$ cat src/sv/tba_pkg.sv
// Shared types and constants for the time bucket averager.
package tba_pkg;

  localparam int unsigned CfgIdxW = 2;

  typedef enum logic [CfgIdxW-1:0] {
    REG_START_TIME      = 2'd0,
    REG_BUCKET_LENGTH   = 2'd1,
    REG_BUCKET_CAPACITY = 2'd2,
    REG_RAW_LIMIT       = 2'd3
  } cfg_reg_t;

  localparam logic [31:0] StartTimeReset      = 32'd0;
  localparam logic [31:0] BucketLengthReset   = 32'd60;
  localparam logic [15:0] BucketCapacityReset = 16'd64;
  localparam logic [15:0] RawLimitReset       = 16'd2000;

  localparam int unsigned NumLanes = 5;
  localparam int unsigned LaneW    = $clog2(NumLanes);

  typedef enum logic [LaneW-1:0] {
    LANE_TEMP     = 3'd0,
    LANE_HUMIDITY = 3'd1,
    LANE_ECO2     = 3'd2,
    LANE_TVOC     = 3'd3,
    LANE_AIR      = 3'd4
  } lane_t;

  typedef struct packed {
    logic [31:0]        stamp;
    logic signed [15:0] temp_centi;
    logic [15:0]        humidity_centi;
    logic [15:0]        eco2_ppm;
    logic [15:0]        tvoc_ppb;
    logic [7:0]         air_index;
    logic               end_of_stream;
  } item_t;

  typedef struct packed {
    logic [31:0]        bucket_time;
    logic [15:0]        sample_count;
    logic signed [15:0] temp_mean;
    logic [15:0]        humidity_mean;
    logic [15:0]        eco2_mean;
    logic [15:0]        tvoc_mean;
    logic [7:0]         air_index_mean;
    logic               final_bucket;
  } result_t;

  typedef struct packed {
    logic [31:0] start_time;
    logic [31:0] bucket_length;
    logic [15:0] bucket_capacity;
    logic [15:0] raw_limit;
  } cfg_t;

  typedef enum logic [3:0] {
    S_IDLE,
    S_CHECK,
    S_ROUND,
    S_MEAN_GO,
    S_MEAN_WAIT,
    S_PUSH,
    S_ACC,
    S_EOS,
    S_CLEAR
  } back_state_t;

endpackage

$ cat src/sv/tba_fifo.sv
// Small first-in first-out queue of words.
module tba_fifo #(
  parameter type word_t = logic,
  parameter int unsigned DEPTH = 2
) (
  input  logic  clk,
  input  logic  rst,
  input  logic  wr,
  input  word_t wdata,
  output logic  full,
  input  logic  rd,
  output word_t rdata,
  output logic  empty
);

  localparam int unsigned AW = (DEPTH > 1) ? $clog2(DEPTH) : 1;
  localparam int unsigned CW = $clog2(DEPTH + 1);

  word_t         mem [DEPTH];
  logic [AW-1:0] wptr;
  logic [AW-1:0] rptr;
  logic [CW-1:0] count;
  logic          do_wr;
  logic          do_rd;

  assign full  = (count == CW'(DEPTH));
  assign empty = (count == '0);
  assign do_wr = wr && !full;
  assign do_rd = rd && !empty;
  assign rdata = mem[rptr];

  always_ff @(posedge clk) begin
    if (do_wr) begin
      mem[wptr] <= wdata;
    end
  end

  always_ff @(posedge clk) begin
    if (rst) begin
      wptr  <= '0;
      rptr  <= '0;
      count <= '0;
    end else begin
      if (do_wr) begin
        wptr <= (wptr == AW'(DEPTH - 1)) ? '0 : wptr + AW'(1);
      end
      if (do_rd) begin
        rptr <= (rptr == AW'(DEPTH - 1)) ? '0 : rptr + AW'(1);
      end
      if (do_wr && !do_rd) begin
        count <= count + CW'(1);
      end else if (do_rd && !do_wr) begin
        count <= count - CW'(1);
      end
    end
  end

endmodule

$ cat src/sv/tba_div.sv
// Radix-2 restoring divider, 32 by 32 bits, one quotient bit per cycle.
module tba_div (
  input  logic        clk,
  input  logic        rst,
  input  logic        start,
  input  logic [31:0] dividend,
  input  logic [31:0] divisor,
  output logic        done,
  output logic [31:0] quo,
  output logic [31:0] rem
);

  logic        busy;
  logic [4:0]  cnt;
  logic [31:0] dsr;
  logic [32:0] rem_sh;
  logic [32:0] diff;

  assign rem_sh = {rem, quo[31]};
  assign diff   = rem_sh - {1'b0, dsr};

  always_ff @(posedge clk) begin
    if (start) begin
      quo <= dividend;
      rem <= '0;
      dsr <= divisor;
    end else if (busy) begin
      if (!diff[32]) begin
        rem <= diff[31:0];
        quo <= {quo[30:0], 1'b1};
      end else begin
        rem <= rem_sh[31:0];
        quo <= {quo[30:0], 1'b0};
      end
    end
  end

  always_ff @(posedge clk) begin
    if (rst) begin
      busy <= 1'b0;
      cnt  <= '0;
      done <= 1'b0;
    end else begin
      done <= 1'b0;
      if (start) begin
        busy <= 1'b1;
        cnt  <= '0;
      end else if (busy) begin
        cnt <= cnt + 5'd1;
        if (cnt == 5'd31) begin
          busy <= 1'b0;
          done <= 1'b1;
        end
      end
    end
  end

endmodule

$ cat src/sv/tba_back.sv
// Back end: bucket rounding and accumulation per record, mean computation per closed bucket.
module tba_back (
  input  logic            clk,
  input  logic            rst,
  input  tba_pkg::cfg_t   cfg,
  input  logic            in_empty,
  input  tba_pkg::item_t  in_word,
  output logic            in_pop,
  input  logic            out_full,
  output logic            out_push,
  output tba_pkg::result_t out_word
);

  import tba_pkg::*;

  back_state_t        state;
  back_state_t        state_next;
  item_t              cur;
  logic               passed_start;
  logic [15:0]        raw_taken;
  logic [15:0]        buckets_sent;
  logic               bucket_open;
  logic [31:0]        open_bucket_time;
  logic [15:0]        open_count;
  logic signed [32:0] temp_sum;
  logic [31:0]        humidity_sum;
  logic [31:0]        eco2_sum;
  logic [31:0]        tvoc_sum;
  logic [23:0]        air_index_sum;
  logic [31:0]        bt;
  logic               emit_end;
  lane_t              lane;
  logic               tneg;
  result_t            res;

  logic               enabled;
  logic               passed_now;
  logic               go;
  logic               div_start;
  logic               div_done;
  logic [31:0]        div_quo;
  logic [31:0]        div_rem;
  logic [31:0]        div_a;
  logic [31:0]        div_b;
  logic [31:0]        bt_new;
  logic               change;
  logic [32:0]        temp_abs;
  logic [15:0]        sent_inc;
  logic [31:0]        tq;

  assign enabled    = (cfg.bucket_length != '0) && (cfg.bucket_capacity != '0);
  assign passed_now = passed_start || (enabled && (cur.stamp >= cfg.start_time));
  assign go         = enabled && passed_now && (raw_taken < cfg.raw_limit) &&
                      (buckets_sent < cfg.bucket_capacity);
  assign bt_new     = cur.stamp - div_rem;
  assign change     = bucket_open && (bt_new != open_bucket_time);
  assign temp_abs   = temp_sum[32] ? -temp_sum : temp_sum;
  assign sent_inc   = buckets_sent + 16'd1;
  assign tq         = tneg ? -div_quo : div_quo;

  always_comb begin
    div_a = cur.stamp;
    div_b = cfg.bucket_length;
    if (state == S_MEAN_GO) begin
      div_b = {16'd0, open_count};
      case (lane)
        LANE_TEMP:     div_a = temp_abs[31:0];
        LANE_HUMIDITY: div_a = humidity_sum;
        LANE_ECO2:     div_a = eco2_sum;
        LANE_TVOC:     div_a = tvoc_sum;
        LANE_AIR:      div_a = {8'd0, air_index_sum};
        default:       div_a = humidity_sum;
      endcase
    end
  end

  tba_div u_div (
    .clk      (clk),
    .rst      (rst),
    .start    (div_start),
    .dividend (div_a),
    .divisor  (div_b),
    .done     (div_done),
    .quo      (div_quo),
    .rem      (div_rem)
  );

  always_comb begin
    state_next = state;
    case (state)
      S_IDLE:      if (!in_empty) state_next = S_CHECK;
      S_CHECK:     state_next = go ? S_ROUND : S_EOS;
      S_ROUND:     if (div_done) state_next = change ? S_MEAN_GO : S_ACC;
      S_MEAN_GO:   state_next = S_MEAN_WAIT;
      S_MEAN_WAIT: begin
        if (div_done) state_next = (lane == LANE_AIR) ? S_PUSH : S_MEAN_GO;
      end
      S_PUSH:      if (!out_full) state_next = emit_end ? S_CLEAR : S_ACC;
      S_ACC:       state_next = S_EOS;
      S_EOS: begin
        if (!cur.end_of_stream) begin
          state_next = S_IDLE;
        end else if (enabled && (buckets_sent < cfg.bucket_capacity) && bucket_open) begin
          state_next = S_MEAN_GO;
        end else begin
          state_next = S_CLEAR;
        end
      end
      S_CLEAR:     state_next = S_IDLE;
      default:     state_next = S_IDLE;
    endcase
  end

  always_comb begin
    in_pop    = (state == S_IDLE) && !in_empty;
    out_push  = (state == S_PUSH) && !out_full;
    div_start = ((state == S_CHECK) && go) || (state == S_MEAN_GO);
    out_word  = res;
    out_word.final_bucket = emit_end || (sent_inc >= cfg.bucket_capacity);
  end

  always_ff @(posedge clk) begin
    if (rst) begin
      state <= S_IDLE;
    end else begin
      state <= state_next;
    end
  end

  always_ff @(posedge clk) begin
    if (in_pop) begin
      cur <= in_word;
    end
    if ((state == S_ROUND) && div_done) begin
      bt       <= bt_new;
      emit_end <= 1'b0;
      lane     <= LANE_TEMP;
    end
    if ((state == S_EOS) && (state_next == S_MEAN_GO)) begin
      emit_end <= 1'b1;
      lane     <= LANE_TEMP;
    end
    if ((state == S_MEAN_GO) && (lane == LANE_TEMP)) begin
      tneg                 <= temp_sum[32];
      res.bucket_time      <= open_bucket_time;
      res.sample_count     <= open_count;
    end
    if ((state == S_MEAN_WAIT) && div_done) begin
      lane <= lane_t'(lane + LaneW'(1));
      case (lane)
        LANE_TEMP:     res.temp_mean      <= tq[15:0];
        LANE_HUMIDITY: res.humidity_mean  <= div_quo[15:0];
        LANE_ECO2:     res.eco2_mean      <= div_quo[15:0];
        LANE_TVOC:     res.tvoc_mean      <= div_quo[15:0];
        LANE_AIR:      res.air_index_mean <= div_quo[7:0];
        default:       res.humidity_mean  <= div_quo[15:0];
      endcase
    end
    res.final_bucket <= 1'b0;
  end

  always_ff @(posedge clk) begin
    if (rst || (state == S_CLEAR)) begin
      passed_start     <= 1'b0;
      raw_taken        <= '0;
      buckets_sent     <= '0;
      bucket_open      <= 1'b0;
      open_bucket_time <= '0;
      open_count       <= '0;
      temp_sum         <= '0;
      humidity_sum     <= '0;
      eco2_sum         <= '0;
      tvoc_sum         <= '0;
      air_index_sum    <= '0;
    end else begin
      if (state == S_CHECK) begin
        passed_start <= passed_now;
      end
      if (out_push) begin
        buckets_sent  <= sent_inc;
        bucket_open   <= 1'b0;
        open_count    <= '0;
        temp_sum      <= '0;
        humidity_sum  <= '0;
        eco2_sum      <= '0;
        tvoc_sum      <= '0;
        air_index_sum <= '0;
      end
      if ((state == S_ACC) && (buckets_sent < cfg.bucket_capacity)) begin
        if (!bucket_open) begin
          bucket_open      <= 1'b1;
          open_bucket_time <= bt;
        end
        open_count    <= open_count + 16'd1;
        temp_sum      <= temp_sum + 33'(cur.temp_centi);
        humidity_sum  <= humidity_sum + {16'd0, cur.humidity_centi};
        eco2_sum      <= eco2_sum + {16'd0, cur.eco2_ppm};
        tvoc_sum      <= tvoc_sum + {16'd0, cur.tvoc_ppb};
        air_index_sum <= air_index_sum + {16'd0, cur.air_index};
        raw_taken     <= raw_taken + 16'd1;
      end
    end
  end

endmodule

$ cat src/sv/time_bucket_averager.sv
// Time bucket averager: tumbling-window means over a stream of sensor records.
//
// Input side is a queue: a record word is taken when push is high and full low.
// Result side is a queue: the oldest bucket word sits on result while empty is
// low and leaves when pop is high. Registers are written over the cfg channel
// (cfg_ready is always high); the user must write them only while no record is
// in flight, as the block itself does not enforce it. A record waits in a short
// input queue, then the back end rounds its stamp down to the bucket length with
// a serial divider. Closing a bucket runs five more divides for the means plus
// a push. Results are pushed into the output queue from the push state after the
// last divide, once the output queue has room.
// When the receiver stalls, results collect in the output queue; once it is
// full the back end waits, the input queue fills and full rises.
// Reset empties both queues, clears the run state and loads the register
// defaults: start 0, bucket length 60, capacity 64, raw limit 2000.
module time_bucket_averager #(
  parameter int unsigned IN_DEPTH  = 2,
  parameter int unsigned OUT_DEPTH = 4
) (
  input  logic                     clk,
  input  logic                     rst,
  input  logic                     push,
  output logic                     full,
  input  tba_pkg::item_t           item,
  output logic                     empty,
  input  logic                     pop,
  output tba_pkg::result_t         result,
  input  logic                     cfg_valid,
  output logic                     cfg_ready,
  input  logic [tba_pkg::CfgIdxW-1:0] cfg_index,
  input  logic [31:0]              cfg_data
);

  import tba_pkg::*;

  cfg_t    cfg;
  logic    in_empty;
  item_t   in_word;
  logic    in_pop;
  logic    out_full;
  logic    out_push;
  result_t out_word;

  assign cfg_ready = 1'b1;

  always_ff @(posedge clk) begin
    if (rst) begin
      cfg.start_time      <= StartTimeReset;
      cfg.bucket_length   <= BucketLengthReset;
      cfg.bucket_capacity <= BucketCapacityReset;
      cfg.raw_limit       <= RawLimitReset;
    end else if (cfg_valid && cfg_ready) begin
      case (cfg_reg_t'(cfg_index))
        REG_START_TIME:      cfg.start_time      <= cfg_data;
        REG_BUCKET_LENGTH:   cfg.bucket_length   <= cfg_data;
        REG_BUCKET_CAPACITY: cfg.bucket_capacity <= cfg_data[15:0];
        REG_RAW_LIMIT:       cfg.raw_limit       <= cfg_data[15:0];
        default:             cfg.start_time      <= cfg.start_time;
      endcase
    end
  end

  tba_fifo #(.word_t(item_t), .DEPTH(IN_DEPTH)) u_in_q (
    .clk   (clk),
    .rst   (rst),
    .wr    (push),
    .wdata (item),
    .full  (full),
    .rd    (in_pop),
    .rdata (in_word),
    .empty (in_empty)
  );

  tba_back u_back (
    .clk      (clk),
    .rst      (rst),
    .cfg      (cfg),
    .in_empty (in_empty),
    .in_word  (in_word),
    .in_pop   (in_pop),
    .out_full (out_full),
    .out_push (out_push),
    .out_word (out_word)
  );

  tba_fifo #(.word_t(result_t), .DEPTH(OUT_DEPTH)) u_out_q (
    .clk   (clk),
    .rst   (rst),
    .wr    (out_push),
    .wdata (out_word),
    .full  (out_full),
    .rd    (pop),
    .rdata (result),
    .empty (empty)
  );

`ifndef SYNTH
  a_push_room: assert property (@(posedge clk) disable iff (rst) out_push |-> !out_full)
    else $error("result pushed into full queue");
  a_pop_word: assert property (@(posedge clk) disable iff (rst) in_pop |-> !in_empty)
    else $error("record taken from empty queue");
  a_reset_empty: assert property (@(posedge clk) $past(rst) |-> empty && !full)
    else $error("queues not empty after reset");
`endif

endmodule

$ cat config.mk
export PLATFORM = sky130hd
export DESIGN_NAME = time_bucket_averager
export DESIGN_NICKNAME = d
export VERILOG_FILES = /design/src/sv/tba_pkg.sv /design/src/sv/tba_fifo.sv /design/src/sv/tba_div.sv /design/src/sv/tba_back.sv /design/src/sv/time_bucket_averager.sv
export SDC_FILE = /design/constraint.sdc
export NUM_CORES = 2
export LEC_CHECK = 0
export BUFFER_PORTS_ARGS = -buffer_cell sky130_fd_sc_hd__buf_2
export CORE_MARGIN = 4
export CORE_UTILIZATION = 32
export CTS_BUF_LIST = sky130_fd_sc_hd__clkbuf_8
export DETAILED_ROUTE_END_ITERATION = 12
export MAX_ROUTING_LAYER = met4
export PLACE_DENSITY = 0.47
export SYNTH_ARGS = -nofsm -noshare
export SYNTH_HDL_FRONTEND = slang
export SYNTH_HIERARCHICAL = 1
export SYNTH_SLANG_ARGS = --single-unit
$ cat constraint.sdc
create_clock -name clk -period 7.4 [get_ports clk]
set_input_delay 1.11 -clock clk [delete_from_list [all_inputs] [get_ports clk]]
set_output_delay 1.11 -clock clk [all_outputs]
set_load 0.005 [all_outputs]
==> results.md <==
- Worst Min Path Start: item[40]
- Pin count of the biggest net entering global routing: roughly 120
- DRT iter0 DRCs: 3117
- Internal cell power: 16800 uW
- Core area: 203000 um2
- Post-synthesis sequential area ratio: 58.9%
- Synth area leaders: edfxtp_1, dfxtp_1, ha_1
- #FFs+latches synth: 1408
- CP Launch Type: flop
- Max_cap viols: 0
- Layout cell share with drive strength beyond 1: 18.4%
- VDD IR-drop max: 220 uV
- # hold bufs at CTS: 0
- FILL cells: 19700
- Critical Path AT: 3440 ps
- Clock power frac: between 20% and 30%
- Gr ovfl total: 0
- Post-synth ARST share: 0%
- Detail Route met3 WL: 10200 um
- Area share of xor/xnor cells in the synthesized design: 3.50%
- Netlist cell types: 115
- Clock tree buffer depth: 4
- Leak: 0.0268 uW
- Fin util: 36.6%
- Period minus WS final: 4550 ps
- Max_slew headroom: 20.6%
- Hpwl dp: about 130000 um
- Vias/cell: 5.05
- Skew-Pair Late Insertion Delay: 1000 ps
- Multi-input gate area: 24800 um2
- Post-Syn Area: approximately 65000 um2
- Routed Wire Length: 184000 um
- Worst-Margin Slew: 1160 ps
- Reg area: 38400 um2
- Die width: 459 um
- Required time of the critical path: approximately 6300 ps
- Power share of the combinational group: 31.8%
- Most common cell in the synthesized netlist: edfxtp_1
- Reg2reg start: cfg[17]
- Std-Cell Rows: roughly 170
- Clk sink count: 1408
- Final hold vios: 0
- Gr usage total: 17.6%
- Number of flops mapped to enable cells by yosys: 1019
- Initial Util: 32.2%
- IO Port Bufs: between 200 and 300
- CP Capture Type: primary output
- FF-to-FF setup slack: 2850 ps
- Post-synthesis simple-gate area fraction: 10.2%
- Remaining routing DRC violations: 0
- Mux contribution to synthesized area: 9.07%
- Power per cell area: between 300 and 400 nW/um2
- Clock tree from TritonCTS: yes
- Initial antenna violation count: 22
- Finish-stage setup viols: 0
- Mean Syn Cell Area: 12.8 um2
- Clk slew on worst S/H paths: 60 ps
- Setup Skew: between 60 and 70 ps
- Area grow syn2layout: 13.7%
- Prevailing post-synth register cell: edfxtp_1
- WHS: just under 300 ps
- Met1 WL: 88600 um
- Clock Root Buffer: clkbuf_8
- Post-CTS Repair Setup Buffers: 0
- CP Max Fanout: 99
- CTS Buf Count: 279
- Setup Total Neg Slack: 0 ps
- Synth Net Count: 5481
- Fmax: 220 MHz
- Switch Pwr: roughly 9100 uW
- Fin worst setup slack: 2850 ps
- Switching share of power: 35.1%
- Sequential Power Share: 40.3%
- Routed vias: 42000
- DRT Pass-1 Iters: 7
- Largest family of logic cells by synthesized area: simple AND/OR/NAND/NOR gates
- Unrepaired setup endpoints after global routing: false
- Final period util: 61.5%
- Final nets: 5847
- Max Transition Viols Final: 0
- Status: completed
- Cells after Synth: 5080
- Post-cts resize count: 0
- CTS HTree Levels: 5
- Antenna viol nets, final: 0
- I/O pins: 268
- Synthesized-area fraction occupied by adder cells: 5.02%
- Yosys top cell by area: edfxtp_1
- Routed length per placed instance: approximately 22 um
- Routability cong.: 0.894
- Ys Warns: 6
- Share of the synthesized area in the top cell type: 46.9%
- DR WL met2: roughly 80000 um
- Vias in the first global route: roughly 42000
- First-pass GRT wire length: 273000 um
- Highest routed metal layer: met4
- Post-synth top cells: edfxtp_1, dfxtp_1, nand2_1, a21oi_1, nor2_1
- Die height: approximately 460 um
- Critical path type: reg2out
- Post-synthesis compound-gate area fraction: 10.0%
- Worst slack, placed: 2880 ps
- Die area: 211000 um2
- Hold crit path type: in2reg
-- power groups by stage --
stage	combinational [uW]	sequential (uW)	clock (uW)
floorplan	6150	10200	0
global placement	8220	10600	0
detailed placement	8190	10600	0
CTS	8240	10500	7520
global route	9000	10500	7910
finish	8220	10400	7220
-- stage by stage --
stage	instances	total power (uW)	area, um2
floorplan	5080	16300	65200
global placement	7837	18800	69100
detailed placement	7837	18800	69100
CTS	8301	26200	74100
global route	8309	27400	74100
finish	8312	25900	74100
-- sequential cells by signal, indices dropped and copies added, names as in the netlist, 33 cells and up, named ones only --
| name | flops |
|---|---|
| u_out_q/mem | 484 |
| u_in_q/mem | 210 |
| u_back/out_word | 120 |
| cfg | 96 |
| u_back/cur | 105 |
| u_back/temp_sum | 33 |
-- cells by family after synthesis --
logic type	count (synthesis)
other cells	1
flops	1408
fa+ha+maj	257
buf+inv	434
compound gates	991
xor+xnor	248
simple gates	1341
mux	400
-- placed cells by master (no fill, tap or decap), types with 27 or more instances in the layout --
| master | netlist | final |
|---|---|---|
| and3_1 | 52 | 48 |
| a222oi_1 | 29 | 29 |
| dfxtp_1 | 389 | 385 |
| xnor2_1 | 121 | 121 |
| mux4_2 | 121 | 121 |
| nand2b_1 | 149 | 149 |
| mux2_2 | 115 | 115 |
| o21a_1 | 33 | 33 |
| nand3_1 | 181 | 180 |
| clkbuf_8 | 0 | 304 |
| nand4_1 | 48 | 48 |
| inv_1 | 195 | 277 |
| o21ai_0 | 216 | 215 |
| nor2_1 | 278 | 273 |
| ha_1 | 249 | 249 |
| mux2i_1 | 114 | 114 |
| o31ai_1 | 37 | 37 |
| a21o_1 | 74 | 74 |
| mux2_4 | 50 | 50 |
| xor2_1 | 119 | 119 |
| nor3_1 | 41 | 40 |
| and2_1 | 31 | 30 |
| clkinv_1 | 1 | 43 |
| edfxtp_1 | 1019 | 1019 |
| or3_1 | 36 | 34 |
| nand2_1 | 381 | 381 |
| a21oi_1 | 291 | 291 |
| buf_4 | 16 | 53 |
| o211ai_1 | 61 | 61 |
| a311oi_1 | 27 | 27 |
| buf_2 | 35 | 265 |
-- final cells by class --
class | count | share of cell area [%]
Clock inverter | 160 | 1.11
Multi-Input combinational cell | 3238 | 33.5
Inverter | 197 | 1.00
Tap cell | 2672 | 4.51
Clock buffer | 304 | 5.65
Sequential cell | 1408 | 51.8
Antenna cell | 11 | 0.0371
Timing Repair Buffer | 322 | 2.43
-- worst max-delay path, cell delays in order (launching register included) --
cell     delay (ps)
dfxtp_4         700
buf_12          620
mux4_2          720
buf_2           170
-- worst paths after layout --
kind	endpoint	depth (start not counted)
max reg2reg	u_back/u_div/rem[21]	17
min	u_in_q/mem[1][40]	1
min reg2reg	u_out_q/mem[2][33]	0
max	result[79]	3
-- metal layers --
metal  global-route usage (%)  vias up
li1                         -    19900
met5                        -        -
met3                     3.52      254
met2                     25.7     1125
met1                     24.8    20700
met4                     5.09        0
Note: power is estimated with default switching activity, not from simulation.
